### src/design/rmssd_pkg.sv
// Shared types and constants for the RMSSD stress index block.
package rmssd_pkg;

  localparam int IBI_W = 12;
  localparam int BPM_W = 8;
  localparam int RMSSD_W = 16;
  localparam int STRESS_W = 7;
  localparam int MIN_BEATS_W = 4;
  localparam int CFG_ADDR_W = 3;
  localparam int CFG_DATA_W = 32;

  // Operation codes of an input item.
  localparam logic OP_BEAT = 1'b0;
  localparam logic OP_CLEAR = 1'b1;

  // Register word index (paddr[2]).
  localparam logic CFG_IDX_MIN_BEATS = 1'b0;
  localparam logic [MIN_BEATS_W-1:0] MIN_BEATS_RESET = 4'd6;

  // Stress mapping, in 1/80 units of the index.
  localparam logic [RMSSD_W-1:0] Q_LOW = 16'd160;
  localparam logic [RMSSD_W-1:0] Q_HIGH = 16'd960;
  localparam logic [13:0] S80_BASE = 14'd7200;
  localparam logic [13:0] S80_SLOPE = 14'd7;
  localparam logic [13:0] S80_ROUND = 14'd40;
  localparam logic [13:0] S80_BONUS_HIGH = 14'd640;
  localparam logic [13:0] S80_BONUS_MID = 14'd320;
  localparam logic [13:0] S80_BONUS_LOW = 14'd160;
  localparam logic [BPM_W-1:0] BPM_HIGH = 8'd100;
  localparam logic [BPM_W-1:0] BPM_MID = 8'd90;
  localparam logic [BPM_W-1:0] BPM_LOW = 8'd55;
  // floor(y / 5) == (y * 205) >> 10 for y below 1024
  localparam logic [7:0] DIV5_RECIP = 8'd205;

  typedef struct packed {
    logic                operation;
    logic [IBI_W-1:0]    interval_ms;
    logic [BPM_W-1:0]    heart_rate_bpm;
  } in_item_t;

  typedef struct packed {
    logic                result_valid;
    logic [RMSSD_W-1:0]  rmssd_q4;
    logic [STRESS_W-1:0] stress_index;
  } out_item_t;

  typedef enum logic {
    ITER_DIV,
    ITER_SQRT
  } iter_mode_t;

  typedef struct packed {
    logic       start;
    iter_mode_t mode;
  } iter_ctrl_t;

endpackage

### src/design/rmssd_ring.sv
// Interval history memory: one write port, one registered read port.
module rmssd_ring #(
  parameter int DEPTH = 12,
  parameter int AW = 4
) (
  input  logic                        clk,
  input  logic                        we,
  input  logic [AW-1:0]               waddr,
  input  logic [rmssd_pkg::IBI_W-1:0] wdata,
  input  logic [AW-1:0]               raddr,
  output logic [rmssd_pkg::IBI_W-1:0] rdata
);
  import rmssd_pkg::*;

  logic [IBI_W-1:0] mem [DEPTH];

  always_ff @(posedge clk) begin
    if (we) begin
      mem[waddr] <= wdata;
    end
    rdata <= mem[raddr];
  end

endmodule

### src/design/rmssd_iter.sv
// Shared compare-subtract unit: restoring division and digit-by-digit square root.
module rmssd_iter #(
  parameter int NUM_W = 36,
  parameter int ROOT_W = 18,
  parameter int DIV_W = 4
) (
  input  logic                  clk,
  input  logic                  rst_n,
  input  rmssd_pkg::iter_ctrl_t ctrl,
  input  logic [NUM_W-1:0]      operand,
  input  logic [DIV_W-1:0]      divisor,
  output logic [NUM_W-1:0]      result,
  output logic                  done
);
  import rmssd_pkg::*;

  localparam int UW = ROOT_W + 2;
  localparam int RAD_W = 2 * ROOT_W;
  localparam int CNT_W = $clog2(NUM_W + 1);

  iter_mode_t       mode_r;
  logic [RAD_W-1:0] num_r;
  logic [UW-1:0]    rem_r;
  logic [NUM_W-1:0] res_r;
  logic [CNT_W-1:0] cnt_r;
  logic             busy_r;
  logic             done_r;

  logic [UW-1:0] trial_a;
  logic [UW-1:0] trial_b;
  logic [UW-1:0] diff;
  logic          ge;

  always_comb begin
    if (mode_r == ITER_DIV) begin
      trial_a = {rem_r[UW-2:0], num_r[RAD_W-1]};
      trial_b = UW'(divisor);
    end else begin
      trial_a = {rem_r[UW-3:0], num_r[RAD_W-1 -: 2]};
      trial_b = {res_r[ROOT_W-1:0], 2'b01};
    end
    ge = (trial_a >= trial_b);
    diff = trial_a - trial_b;
  end

  always_ff @(posedge clk) begin
    if (!rst_n) begin
      busy_r <= 1'b0;
      done_r <= 1'b0;
    end else begin
      done_r <= 1'b0;
      if (ctrl.start) begin
        mode_r <= ctrl.mode;
        // left-align the dividend so both modes draw bits from the top
        if (ctrl.mode == ITER_DIV) begin
          num_r <= RAD_W'(operand) << (RAD_W - NUM_W);
          cnt_r <= CNT_W'(NUM_W);
        end else begin
          num_r <= RAD_W'(operand);
          cnt_r <= CNT_W'(ROOT_W);
        end
        rem_r  <= '0;
        res_r  <= '0;
        busy_r <= 1'b1;
      end else if (busy_r) begin
        rem_r <= ge ? diff : trial_a;
        res_r <= {res_r[NUM_W-2:0], ge};
        num_r <= (mode_r == ITER_DIV) ? (num_r << 1) : (num_r << 2);
        cnt_r <= cnt_r - 1'b1;
        if (cnt_r == CNT_W'(1)) begin
          busy_r <= 1'b0;
          done_r <= 1'b1;
        end
      end
    end
  end

  assign result = res_r;
  assign done = done_r;

endmodule

### src/design/rmssd_stress_index.sv
// Top level of the RMSSD and stress index block: sequencer, ring control, config.
//
//  channel  | ports                              | direction | payload
//  ---------+------------------------------------+-----------+-------------------
//  input    | in_valid, in_stall, in_data        | in        | in_item_t
//  result   | out_valid, out_stall, out_data     | out       | out_item_t
//  config   | psel, penable, pwrite, paddr, ...  | in / out  | min_beats at 0x0
//
// A beat with enough history walks the stored intervals, then runs the
// bit-serial divider and square root in the shared compare-subtract unit.
// A beat with too few stored intervals goes straight to its result. One
// beat at a time: in_stall is high from acceptance until the result is
// loaded; a clear item leaves in_stall low and gives no result. A finished
// result waits in the output register while the next item is accepted.
// Reset is synchronous; it empties the history and sets min_beats to 6.
module rmssd_stress_index #(
  parameter int HISTORY_DEPTH = 12
) (
  input  logic                             clk,
  input  logic                             rst_n,
  input  logic                             in_valid,
  output logic                             in_stall,
  input  rmssd_pkg::in_item_t              in_data,
  output logic                             out_valid,
  input  logic                             out_stall,
  output rmssd_pkg::out_item_t             out_data,
  input  logic                             psel,
  input  logic                             penable,
  input  logic                             pwrite,
  input  logic [rmssd_pkg::CFG_ADDR_W-1:0] paddr,
  input  logic [rmssd_pkg::CFG_DATA_W-1:0] pwdata,
  output logic [rmssd_pkg::CFG_DATA_W-1:0] prdata,
  output logic                             pready
);
  import rmssd_pkg::*;

  localparam int AW = $clog2(HISTORY_DEPTH);
  localparam int CW = $clog2(HISTORY_DEPTH + 1);
  localparam int CMP_W = (CW > MIN_BEATS_W) ? CW : MIN_BEATS_W;
  localparam int SQ_W = 2 * IBI_W;
  localparam int SUM_W = SQ_W + $clog2(HISTORY_DEPTH);
  localparam int NUM_W = SUM_W + 8;
  localparam int ROOT_W = (NUM_W + 1) / 2;

  typedef enum logic [2:0] {
    S_IDLE,
    S_WALK,
    S_DIV,
    S_SQRT,
    S_CALC,
    S_FINISH
  } state_t;

  state_t state_r, state_nxt;
  logic [CW-1:0]          count_r, count_nxt;
  logic [AW-1:0]          wp_r, wp_nxt;
  logic [MIN_BEATS_W-1:0] min_beats_r, min_beats_nxt;
  logic [AW-1:0]          rd_addr_r, rd_addr_nxt;
  logic [CW-1:0]          issue_left_r, issue_left_nxt;
  logic [CW-1:0]          pairs_r, pairs_nxt;
  logic                   rd_v_r, rd_v_nxt;
  logic                   sq_v_r, sq_v_nxt;
  logic [IBI_W-1:0]       prev_r, prev_nxt;
  logic [SQ_W-1:0]        prod_r, prod_nxt;
  logic [SUM_W-1:0]       sum_r, sum_nxt;
  logic [BPM_W-1:0]       bpm_r, bpm_nxt;
  logic                   ok_r, ok_nxt;
  logic [RMSSD_W-1:0]     rq_r, rq_nxt;
  logic [13:0]            s80_r, s80_nxt;
  logic                   out_valid_r, out_valid_nxt;
  out_item_t              out_data_r, out_data_nxt;

  logic                   in_fire;
  logic                   cfg_write;
  logic [CW-1:0]          cnt_new;
  logic                   enough;
  logic [IBI_W-1:0]       rdata;
  logic [IBI_W:0]         diff;
  logic [IBI_W-1:0]       abs_d;
  logic [ROOT_W-1:0]      root;
  logic [RMSSD_W-1:0]     q;
  logic [13:0]            bonus_s80;
  logic [8:0]             s80_div16;
  logic [16:0]            stress_prod;
  iter_ctrl_t             iter_ctrl;
  logic [NUM_W-1:0]       iter_operand;
  logic [NUM_W-1:0]       iter_res;
  logic                   iter_done;

  assign in_stall = (state_r != S_IDLE);
  assign in_fire = in_valid && !in_stall;
  assign cfg_write = psel && penable && pwrite && pready;
  assign pready = 1'b1;
  assign prdata = (paddr[2] == CFG_IDX_MIN_BEATS) ? CFG_DATA_W'(min_beats_r) : '0;

  assign cnt_new = (count_r == CW'(HISTORY_DEPTH)) ? count_r : count_r + 1'b1;
  assign enough = (CMP_W'(cnt_new) >= CMP_W'(min_beats_r)) && (cnt_new >= CW'(2));

  rmssd_ring #(
    .DEPTH(HISTORY_DEPTH),
    .AW   (AW)
  ) u_ring (
    .clk  (clk),
    .we   (in_fire && (in_data.operation == OP_BEAT)),
    .waddr(wp_r),
    .wdata(in_data.interval_ms),
    .raddr(rd_addr_r),
    .rdata(rdata)
  );

  assign iter_operand = (state_r == S_WALK) ? {sum_r, 8'h00} : iter_res;

  rmssd_iter #(
    .NUM_W (NUM_W),
    .ROOT_W(ROOT_W),
    .DIV_W (CW)
  ) u_iter (
    .clk    (clk),
    .rst_n  (rst_n),
    .ctrl   (iter_ctrl),
    .operand(iter_operand),
    .divisor(pairs_r),
    .result (iter_res),
    .done   (iter_done)
  );

  always_comb begin
    diff = {1'b0, prev_r} - {1'b0, rdata};
    abs_d = diff[IBI_W] ? IBI_W'(-diff) : diff[IBI_W-1:0];
    root = iter_res[ROOT_W-1:0];

    if (rq_r < Q_LOW) begin
      q = Q_LOW;
    end else if (rq_r > Q_HIGH) begin
      q = Q_HIGH;
    end else begin
      q = rq_r;
    end

    if (bpm_r > BPM_HIGH) begin
      bonus_s80 = S80_BONUS_HIGH;
    end else if (bpm_r > BPM_MID) begin
      bonus_s80 = S80_BONUS_MID;
    end else if (bpm_r < BPM_LOW) begin
      bonus_s80 = S80_BONUS_LOW;
    end else begin
      bonus_s80 = '0;
    end

    // s80 stays within 1600..7840, so no clamp is needed; divide by 80 as /16 then /5
    s80_div16 = 9'((s80_r + S80_ROUND) >> 4);
    stress_prod = 17'(s80_div16) * 17'(DIV5_RECIP);
  end

  always_comb begin
    state_nxt = state_r;
    count_nxt = count_r;
    wp_nxt = wp_r;
    min_beats_nxt = min_beats_r;
    rd_addr_nxt = rd_addr_r;
    issue_left_nxt = issue_left_r;
    pairs_nxt = pairs_r;
    rd_v_nxt = 1'b0;
    sq_v_nxt = 1'b0;
    prev_nxt = prev_r;
    prod_nxt = prod_r;
    sum_nxt = sum_r;
    bpm_nxt = bpm_r;
    ok_nxt = ok_r;
    rq_nxt = rq_r;
    s80_nxt = s80_r;
    out_valid_nxt = out_valid_r && out_stall;
    out_data_nxt = out_data_r;
    iter_ctrl.start = 1'b0;
    iter_ctrl.mode = ITER_DIV;

    if (cfg_write && (paddr[2] == CFG_IDX_MIN_BEATS)) begin
      min_beats_nxt = pwdata[MIN_BEATS_W-1:0];
    end

    case (state_r)
      S_IDLE: begin
        if (in_fire) begin
          if (in_data.operation == OP_CLEAR) begin
            count_nxt = '0;
            wp_nxt = '0;
          end else begin
            count_nxt = cnt_new;
            wp_nxt = (wp_r == AW'(HISTORY_DEPTH - 1)) ? '0 : wp_r + 1'b1;
            // walk back from the interval just before this one
            rd_addr_nxt = (wp_r == '0) ? AW'(HISTORY_DEPTH - 1) : wp_r - 1'b1;
            issue_left_nxt = cnt_new - 1'b1;
            pairs_nxt = cnt_new - 1'b1;
            prev_nxt = in_data.interval_ms;
            sum_nxt = '0;
            bpm_nxt = in_data.heart_rate_bpm;
            ok_nxt = enough;
            state_nxt = enough ? S_WALK : S_FINISH;
          end
        end
      end
      S_WALK: begin
        if (issue_left_r != '0) begin
          issue_left_nxt = issue_left_r - 1'b1;
          rd_addr_nxt = (rd_addr_r == '0) ? AW'(HISTORY_DEPTH - 1) : rd_addr_r - 1'b1;
          rd_v_nxt = 1'b1;
        end
        if (rd_v_r) begin
          prod_nxt = SQ_W'(abs_d) * SQ_W'(abs_d);
          prev_nxt = rdata;
          sq_v_nxt = 1'b1;
        end
        if (sq_v_r) begin
          sum_nxt = sum_r + SUM_W'(prod_r);
        end
        if ((issue_left_r == '0) && !rd_v_r && !sq_v_r) begin
          iter_ctrl.start = 1'b1;
          iter_ctrl.mode = ITER_DIV;
          state_nxt = S_DIV;
        end
      end
      S_DIV: begin
        if (iter_done) begin
          iter_ctrl.start = 1'b1;
          iter_ctrl.mode = ITER_SQRT;
          state_nxt = S_SQRT;
        end
      end
      S_SQRT: begin
        if (iter_done) begin
          rq_nxt = (|root[ROOT_W-1:RMSSD_W]) ? '1 : root[RMSSD_W-1:0];
          state_nxt = S_CALC;
        end
      end
      S_CALC: begin
        s80_nxt = S80_BASE + bonus_s80 - S80_SLOPE * 14'(q - Q_LOW);
        state_nxt = S_FINISH;
      end
      S_FINISH: begin
        // hold until the output register is free
        if (!out_valid_r || !out_stall) begin
          out_valid_nxt = 1'b1;
          if (ok_r) begin
            out_data_nxt.result_valid = 1'b1;
            out_data_nxt.rmssd_q4 = rq_r;
            out_data_nxt.stress_index = stress_prod[16:10];
          end else begin
            out_data_nxt = '0;
          end
          state_nxt = S_IDLE;
        end
      end
      default: begin
        state_nxt = S_IDLE;
      end
    endcase
  end

  always_ff @(posedge clk) begin
    if (!rst_n) begin
      state_r <= S_IDLE;
      count_r <= '0;
      wp_r <= '0;
      min_beats_r <= MIN_BEATS_RESET;
      rd_v_r <= 1'b0;
      sq_v_r <= 1'b0;
      out_valid_r <= 1'b0;
    end else begin
      state_r <= state_nxt;
      count_r <= count_nxt;
      wp_r <= wp_nxt;
      min_beats_r <= min_beats_nxt;
      rd_v_r <= rd_v_nxt;
      sq_v_r <= sq_v_nxt;
      out_valid_r <= out_valid_nxt;
    end
    rd_addr_r <= rd_addr_nxt;
    issue_left_r <= issue_left_nxt;
    pairs_r <= pairs_nxt;
    prev_r <= prev_nxt;
    prod_r <= prod_nxt;
    sum_r <= sum_nxt;
    bpm_r <= bpm_nxt;
    ok_r <= ok_nxt;
    rq_r <= rq_nxt;
    s80_r <= s80_nxt;
    out_data_r <= out_data_nxt;
  end

  assign out_valid = out_valid_r;
  assign out_data = out_data_r;

endmodule

### config.mk
export PLATFORM = sky130hd
export DESIGN_NAME = rmssd_stress_index
export DESIGN_NICKNAME = d
export VERILOG_FILES = /design/src/design/rmssd_pkg.sv /design/src/design/rmssd_ring.sv /design/src/design/rmssd_iter.sv /design/src/design/rmssd_stress_index.sv
export SDC_FILE = /design/constraint.sdc
export NUM_CORES = 1
export LEC_CHECK = 0
export BUFFER_PORTS_ARGS = -buffer_cell sky130_fd_sc_hd__buf_4
export CORE_AREA = 2 2 240 242
export DETAILED_ROUTE_END_ITERATION = 7
export DIE_AREA = 0 0 242 244
export PLACE_DENSITY = 0.72
export RECOVER_POWER = 25
export SETUP_SLACK_MARGIN = 0.05
export SLEW_MARGIN = 0
export SYNTH_ARGS = -nofsm -noshare
export SYNTH_HDL_FRONTEND = slang
export SYNTH_HIERARCHICAL = 1
export SYNTH_SLANG_ARGS = --single-unit
### constraint.sdc
create_clock -name clk -period 8.95 [get_ports clk]
set_clock_uncertainty 0.2 [all_clocks]
set_input_delay 1.3425 -clock clk [delete_from_list [all_inputs] [get_ports clk]]
set_output_delay 1.3425 -clock clk [all_outputs]
set_load 0.005 [all_outputs]
# Yosys cells after proc, flatten, opt, wreduce, memory -nomap -nowiden
# Memory sizes are Yosys's and may differ from the RTL's. A register that Yosys moved wholly into a read port is not among the register bits.
# Index checks and enable logic that the tools add are counted.
[classes]
order_cmp = 8
eq_ne = 17
n_mux = 63
multipliers = 3
n_addsub = 15
bitwise_logic = 4
n_reduce_logical = 37
[op_table]
columns = ["operator", "count"]
rows = [
  ["$mux 36", 5],
  ["$mux 28", 3],
  ["$pmux 28 s2", 1],
  ["$mux 4", 13],
  ["$mux 12", 4],
  ["$mux 20", 2],
  ["$mux 19", 2],
  ["$add 28x24->28", 1],
  ["$mux 14", 2],
  ["$mul 12x12->24", 1],
  ["$mux 24", 1],
  ["$pmux 12 s2", 1],
  ["$mux 3", 7],
  ["$ge 20x20->1", 1],
  ["$sub 19x19->19", 1],
  ["$mux 6", 3],
  ["$pmux 3 s6", 1],
  ["$mul 9x8->17 const B", 1],
  ["$gt 16x10->1 const B", 1],
  ["$gt 8x7->1 const B", 2],
  ["$lt 16x8->1 const B", 1],
  ["$pmux 4 s2", 2],
  ["$sub 4x1->4 const B", 4],
  ["$mul 3x14->13 const A", 1],
  ["other kinds (39)", 86],
]
[totals]
in_bits = 63
out_inout_bits = 59
mem_bits_rw = 144
ff_bits = 256
mem_count = 1
[memory_table]
columns = ["memory", "words", "word_bits", "rd", "rd_ports_with_merged_regs", "write_ports", "line", "rtl"]
rows = [
  ["u_ring.mem", 12, 12, 1, 1, 1, "rmssd_ring.sv:15", "logic [IBI_W-1:0] mem [DEPTH];"],
]

# Depth between registers and ports, before layout
# Gate-level depths: netlist of the first run.
[logic_depth]
word_depth = 8
ltp_mapped = 33

# Modules after synthesis
# The synthesis of the first run kept the hierarchy.
[modules_own_cells]
columns = ["module", "n_inst", "area_per_inst_um2", "seq_area_each_um2", "cells_each"]
rows = [
  ["rmssd_stress_index", 1, 14714.1, 4384.2, 1561],
  ["rmssd_iter", 1, 5953.2, 2982.9, 536],
  ["rmssd_ring", 1, 5723.0, 4564.4, 262],
]

# Least setup slack after synthesis of the first run
# Ideal clock, no wire load.
[synth_path]
kind = "reg-to-reg"
from = "reg prev_r[0]"
to = "reg prod_r[23] (data pin)"
synth_period_minus_slack_ps = 7824
arrival_ps = 7366
required_ps = 8492
path_slack_ps = 1126
path_buffers = 1
stages_incl_launch_ff = 32
cell_sequence = "edfxtp_1 inv_1 ha_1 inv_1 fa_1 a21oi_1 o21bai_1 xor2_1 or2_1 or4_4 o41a_1 xnor2_2 buf_6 nor2_1 fa_1 inv_1 fa_1 inv_1 fa_1 fa_1 inv_1 fa_1 inv_1 ha_1 a21oi_1 nor2b_1 a31oi_1 a21oi_1 a31oi_1 o21bai_1 a21oi_1 xnor2_1"
[synth_between]
elab_chain_cells = 4
[synth_lines]
columns = ["element", "line", "rtl"]
rows = [
  ["start, declared", "rmssd_stress_index.sv:63", "logic [IBI_W-1:0] prev_r, prev_nxt;"],
  ["start signal, assigned", "rmssd_stress_index.sv:280", "prev_r <= prev_nxt;"],
  ["$sub 12x12->13 (*)", "rmssd_stress_index.sv:128", "diff = {1'b0, prev_r} - {1'b0, rdata};"],
  ["$neg 12->12", "rmssd_stress_index.sv:129", "abs_d = diff[IBI_W] ? IBI_W'(-diff) : diff[IBI_W-1:0];"],
  ["$mux 12 (*)", "rmssd_stress_index.sv:129", ""],
  ["$mul 12x12->24 (*)", "rmssd_stress_index.sv:209", "prod_nxt = SQ_W'(abs_d) * SQ_W'(abs_d);"],
  ["end signal, assigned", "rmssd_stress_index.sv:281", "prod_r <= prod_nxt;"],
  ["end, declared", "rmssd_stress_index.sv:64", "logic [SQ_W-1:0] prod_r, prod_nxt;"],
]
# Every way passes the cells marked *; elsewhere a longest branch is shown, timed or not.
# A chain may end at the register's enable or synchronous reset.

# Final worst setup path of the first run
[layout_path]
from = "reg prev_r[0]"
to = "reg prod_r[22] (data pin)"
# Same word-level chain as after synthesis.

==> results of run 1 <==
==> metal layers <==
layer	up-vias	routed length, um	GRT usage	share of wire
li1	8348	-	-	-
met1	8341	22700	0.225	0.43
met2	343	26900	0.328	0.50
met3	96	2210	0.0263	0.042
met4	2	1440	0.0612	0.027
met5	-	13	0	0.00024
==> cells by family after synthesis <==
family / after synthesis / share of synthesized area
and+or+nand+nor: 676 / 0.120
DFF: 408 / 0.452
muxes: 112 / 0.0548
buffers and inverters: 351 / 0.0568
adders and majority gates: 313 / 0.180
AOI/OAI and AO/OA: 380 / 0.0958
other: 2 / 0.000285
xor gates and xnor gates: 117 / 0.0401
==> area by class of cell <==
cell class              instances  area share
repair buffers                 95      0.0224
flip-flops and latches        408       0.411
multi-input cells            1629       0.452
clock buffers                  70      0.0441
well taps                     756      0.0326
inverters                     249      0.0322
clock inverters                12     0.00522
==> registers in the layout (all words and copies together) (netlist names), 3 cells and up <==
| register | flops |
|---|---|
| u_ring/mem | 144 |
| u_iter/num_r | 36 |
| u_iter/result | 36 |
| sum_r | 28 |
| out_data | 24 |
| prod_r | 23 |
| u_iter/rem_r | 19 |
| rq_r | 16 |
| prev_r | 12 |
| u_ring/rdata | 12 |
| s80_r | 10 |
| bpm_r | 8 |
| u_iter/cnt_r | 6 |
| count_r | 4 |
| issue_left_r | 4 |
| min_beats_r | 4 |
| pairs_r | 4 |
| rd_addr_r | 4 |
| wp_r | 4 |
| state_r | 3 |
==> worst min path at each step <==
stage                                         to  cells past startpoint  slack (ns)                      from
after floorplan           u_iter/done$_SDFF_PP0_                      2        0.22  u_iter/busy_r$_SDFF_PN0_
after global placement    u_iter/done$_SDFF_PP0_                      2        0.24  u_iter/busy_r$_SDFF_PN0_
after detailed placement  u_iter/done$_SDFF_PP0_                      2        0.25  u_iter/busy_r$_SDFF_PN0_
after CTS                 u_iter/done$_SDFF_PP0_                      2        0.26  u_iter/busy_r$_SDFF_PN0_
after global routing           sq_v_r$_SDFF_PN0_                      1        0.32         rd_v_r$_SDFF_PN0_
final                     u_iter/done$_SDFF_PP0_                      2        0.26  u_iter/busy_r$_SDFF_PN0_
==> repair_timing <==
item / in CTS / in global routing
endpoints found under the setup margin: 0 / 2
hold buffers: 0 / 0
resized for setup: 0 / 1
==> synth_stat cells (7+ instances only) <==
master	count
o21a_1	17
buf_2	11
or2_2	9
o21ai_0	95
nor3_1	45
a21o_1	29
dfxtp_1	32
nand3_1	32
and3_1	17
o21bai_1	11
clkbuf_1	49
a211oi_1	10
nand2b_1	17
and2_1	28
buf_4	35
xnor2_1	73
a22oi_1	17
nor2_1	159
a21oi_1	94
mux4_2	24
inv_1	242
o21ai_2	7
o211ai_1	7
edfxtp_1	376
fa_1	110
nor2b_1	60
nand2_1	245
a21oi_2	12
o221ai_1	13
ha_1	203
mux2_2	20
a31oi_1	8
xor2_1	41
or3_1	25
mux2i_1	68
nand3b_1	9
==> worst register-to-register path: cells and delay by family (launching register included) <==
| family | cells | cell delay [ns] |
|---|---|---|
| buffers and inverters | 8 | 0.59 |
| flip-flops | 1 | 0.35 |
| AND/OR/NAND/NOR | 5 | 1.26 |
| adder cells (fa/ha/maj) | 8 | 3.56 |
| XOR/XNOR | 3 | 0.55 |
| AO/OA/AOI/OAI | 7 | 1.67 |
==> through the flow <==
stage	area (sq um)	hold WS, ns	util	worst slack [ns]
after floorplan	26500	0.221	-	1.13
after global placement	27600	0.243	0.492	0.616
after detailed placement	27600	0.253	0.492	0.476
after CTS	29100	0.264	0.517	0.443
after global routing	29000	0.316	0.516	0.0584
final	29000	0.264	0.516	0.513
==> summary.md, run 1 <==
| Metric | Value |
|---|---|
| Critical path class | `reg2reg` |
| Initial DRC count | `between 800 and 900` |
| Routed Antenna Nets | `0` |
| Fmax | `around 120 MHz` |
| Diodes inserted | `0` |
| Seq/Total Area, Yosys | `0.452` |
| Vias | `roughly 17k` |
| Share of the synthesized area in the top cell type | `0.428` |
| HP Class | `reg2reg` |
| Dpl hpwl | `between 30000 and 40000 um` |
| Final #Nets | `around 2.8k` |
| Number of CTS-inserted buffers | `44` |
| Area leader, netlist | `edfxtp_1` |
| PortBufs | `62` |
| Most frequent cells in the layout | `edfxtp_1 (376), nand2_1 (245), inv_1 (242)` |
| Placeable Area | `roughly 0.056 sq mm` |
| Most common cell after layout, fill and taps aside | `edfxtp_1` |
| Crit path to | `prod_r[22]$_DFFE_PP_` |
| Syn Inst Count | `about 2.4k` |
| Startpoint types | `flop` |
| Outcome | `complete, no violations` |
| I/O pins | `~120` |
| Fillers | `between 4k and 5k` |
| Average size of a mapped cell | `11.2 sq um` |
| Total global-route track usage | `0.182` |
| Synth Cell Area | `around 0.026 sq mm` |
| CP bufs+invs | `8` |
| EDFF count, synth | `~380` |
| Crit end category | `flop` |
| Warnings, synthesis | `6` |
| FF/Latch Area | `roughly 0.012 sq mm` |
| Via density | `5.32` |
| Async SR Flop Fraction | `0` |
| Clk_lat worst skew | `just under 0.6 ns` |
| Worst Path Required | `just over 9 ns` |
| Post-Layout Cell Count | `about 3.2k` |
| Global-route wire length before repair | `a little under 90000 um` |
| H-tree depth | `2` |
| Crit-path slowest cell | `fa_1` |
| Final period util | `0.943` |
| DR WL/cell | `about 17 um` |
| Worst R2R Start | `prev_r[0]$_DFFE_PP_` |
| Ys flop type | `edfxtp_1` |
| Gpl congestion | `0.894` |
| Worst slew margin | `0.0737` |
| Initial DRT Pass Iterations | `5` |
| CTS tree | `yes` |
| Area grow syn2layout | `9.88%` |
| Postcts setup bufs | `0` |
| Largest cells by area after synthesis | `edfxtp_1 (43%), ha_1 (9.6%), fa_1 (8.3%), nand2_1 (3.5%), inv_1 (3.4%)` |
| Reg-to-reg setup timing slack | `slightly above 0.5 ns` |
| Critical Path Stages | `31` |
| Cell mode on critical path | `inv_1` |
| Final wirelength | `53200 um` |
| Vias in the first global route | `approximately 18k` |
| Number of max-cap violations | `0` |
| Sinks on Clock Net | `slightly above 400` |
| Endpoints failing setup | `0` |
| Bufs on Longest Clock Path | `3` |
| Placed cell count | `3137` |
| Clk slew on worst S/H paths | `approximately 0.060 ns` |
| Critical Path Fanout Max | `9` |
| Synth unique cells | `about 90` |
| Die width | `242 um` |
| Top Family by Delay on Critical Path | `adder cells` |
| Initial antenna violation count | `1` |
| Setup crit start | `prev_r[0]$_DFFE_PP_` |
| Share of cells above drive strength 1 | `0.102` |
| Initial core utilization | `0.470` |
| Yosys reg bits | `about 410` |
| RR Endpoint | `prod_r[22]$_DFFE_PP_` |
| Total Negative Setup Slacks | `0 ns` |
| RSZ-0062 raised after global routing | `false` |
| Reg2Reg Depth | `31` |
| DRC viols | `0` |
| Die Area | `a little under 0.06 sq mm` |
| Crit-path max cell delay | `between 0.5 and 0.6 ns` |
| Clock Tree Root | `clkbuf_16` |
| Final Max Tran Viols | `0` |
| Total gr overflow | `0` |
| Min cycle time layout | `between 8 and 9 ns` |
| Worst Max-Slew Pin Slew | `1.39 ns` |
| Pin count of the biggest net entering global routing | `104` |
| Critical Path AT | `between 8 and 9 ns` |
| Row cnt | `87` |
| Hold Vio Cnt, Final | `0` |
| Chip height | `~240 um` |
| Multi-input gate area | `about 0.013 sq mm` |
Power of run 1 is not shown: default switching activity piles up to over one toggle a cycle in this logic, so the estimate is an artifact.
==> inputs of run 2 (changes only) <==
ABC_CLOCK_PERIOD_IN_PS = 8950   (was not set)
CORE_AREA = 2 2 220 265   (was 2 2 240 242)
DIE_AREA = 0 0 222 267   (was 0 0 242 244)
SLEW_MARGIN = 20   (was 0)
==> summary.md, run 2 (same netlist as run 1, synthesis figures left out) <==
| Metric | Value |
|---|---|
| Critical Path AT | `a little under 9 ns` |
| Pin count of the biggest net entering global routing | `about 110` |
| Reg2Reg Depth | `30` |
| I/O pins | `122` |
| Diodes inserted | `0` |
| Row cnt | `96` |
| Placeable Area | `0.0568 sq mm` |
| Crit path to | `prod_r[23]$_DFFE_PP_` |
| Crit-path max cell delay | `roughly 0.56 ns` |
| HP Class | `reg2reg` |
| Startpoint types | `flop` |
| PortBufs | `62` |
| Die width | `222 um` |
| Clock Tree Root | `clkbuf_16` |
| Worst R2R Start | `prev_r[0]$_DFFE_PP_` |
| Initial core utilization | `0.464` |
| RSZ-0062 raised after global routing | `true` |
| Chip height | `between 200 and 300 um` |
| Most frequent cells in the layout | `edfxtp_1 (376), nand2_1 (245), inv_1 (242)` |
| Dpl hpwl | `39100 um` |
| Number of max-cap violations | `0` |
| Final period util | `0.949` |
| Die Area | `around 0.059 sq mm` |
| Placed cell count | `slightly above 3k` |
| Reg-to-reg setup timing slack | `0.46 ns` |
| Crit-path slowest cell | `or4_4` |
| Worst Path Required | `about 9.1 ns` |
| Clk_lat worst skew | `roughly 0.60 ns` |
| Setup crit start | `prev_r[0]$_DFFE_PP_` |
| H-tree depth | `2` |
| Sinks on Clock Net | `around 410` |
| Min cycle time layout | `roughly 8.5 ns` |
| Initial DRT Pass Iterations | `5` |
| Top reg by flops | `u_ring/mem` |
| DRC viols | `0` |
| Postcts setup bufs | `0` |
| Post-CTS sizing | `0` |
| Final Max Tran Viols | `0` |
| Fmax | `around 120 MHz` |
| Critical path class | `reg2reg` |
| Vias in the first global route | `about 18k` |
| Clk slew on worst S/H paths | `about 0.060 ns` |
| Area grow syn2layout | `9.98%` |
| Via density | `5.41` |
| Fillers | `approximately 4.9k` |
| Bufs on Longest Clock Path | `3` |
| Critical Path Fanout Max | `8` |
| Final #Nets | `between 2k and 3k` |
| CTS tree | `yes` |
| Initial antenna violation count | `1` |
| Worst slew margin | `0.0629` |
| Worst Max-Slew Pin Slew | `roughly 1.4 ns` |
| Global-route wire length before repair | `between 90000 and 100000 um` |
| Vias | `17.3k` |
| Hold buffers post-CTS | `0` |
| Routed Antenna Nets | `0` |
| Number of CTS-inserted buffers | `44` |
| Hold Crit Start | `u_iter/busy_r$_SDFF_PN0_` |
| Final wirelength | `roughly 55000 um` |
| Gpl congestion | `about 0.92` |
| Initial DRC count | `approximately 970` |
| Total global-route track usage | `0.189` |
| Most common cell after layout, fill and taps aside | `edfxtp_1` |
| Max reg flops | `around 140` |
| Hold Vio Cnt, Final | `0` |
| Outcome | `complete, no violations` |
| Post-Layout Cell Count | `3197` |
| Endpoints failing setup | `0` |
| RR Endpoint | `prod_r[23]$_DFFE_PP_` |
| Crit end category | `flop` |
| DR WL/cell | `~17 um` |
| Share of cells above drive strength 1 | `0.105` |
| Total gr overflow | `0` |
[run 2: changes by cell type in the layout (fill, tap and decap cells not counted), sizes merged]
cell      delta
clkinvlp     -1
bufinv       +2
clkinv      +17
inv          +1
clkbuf      -20
[run 2: per-stage QoR]
stage	TNS, ns	util	hold slack, ns	instance area [sq um]	setup WS [ns]
2_1_floorplan	0	-	0.221	26500	1.13
3_3_place_gp	0	0.486	0.243	27600	0.457
3_5_place_dp	0	0.486	0.256	27600	0.343
4_1_cts	0	0.512	0.272	29100	0.300
5_1_grt	-0.00660	0.511	0.297	29000	-0.00660
6_report	0	0.511	0.280	29000	0.457
[run 2: layer usage]
| layer | vias to the layer above | GRT usage | share of wire |
|---|---|---|---|
| li1 | 8347 | - | - |
| met1 | 8514 | 0.218 | 0.40 |
| met2 | 349 | 0.359 | 0.53 |
| met3 | 87 | 0.0271 | 0.041 |
| met4 | 0 | 0.0592 | 0.026 |
| met5 | - | 0 | 0 |
[run 2: worst max-delay path: cells and delay by family (launching register included)]
family                   cells  cell delay (ns)
adder cells (fa/ha/maj)      8             3.58
AO/OA/AOI/OAI                9             1.85
flip-flops                   1             0.36
AND/OR/NAND/NOR              4             1.29
XOR/XNOR                     3             0.62
buffers and inverters        6             0.35
[run 2: cell type report]
type                       instances  area (sq um)  area share
tap                              735           920      0.0317
timing repair buffer              94           646      0.0222
multi-input combinational       1629         13100       0.452
clock inverter                    31           308      0.0106
inverter                         249           935      0.0322
clock buffer                      51          1160      0.0399
sequential                       408         11900       0.411
[run 2: how the worst min path moves through the flow]
stage | end | slack [ns] | cells past startpoint
5_1_grt | u_iter/done$_SDFF_PP0_ | 0.30 | 2
6_report | u_iter/done$_SDFF_PP0_ | 0.28 | 2
3_5_place_dp | u_iter/done$_SDFF_PP0_ | 0.26 | 2
3_3_place_gp | u_iter/done$_SDFF_PP0_ | 0.24 | 2
2_1_floorplan | u_iter/done$_SDFF_PP0_ | 0.22 | 2
4_1_cts | u_iter/done$_SDFF_PP0_ | 0.27 | 2
Power of run 2 is left out for the same reason.
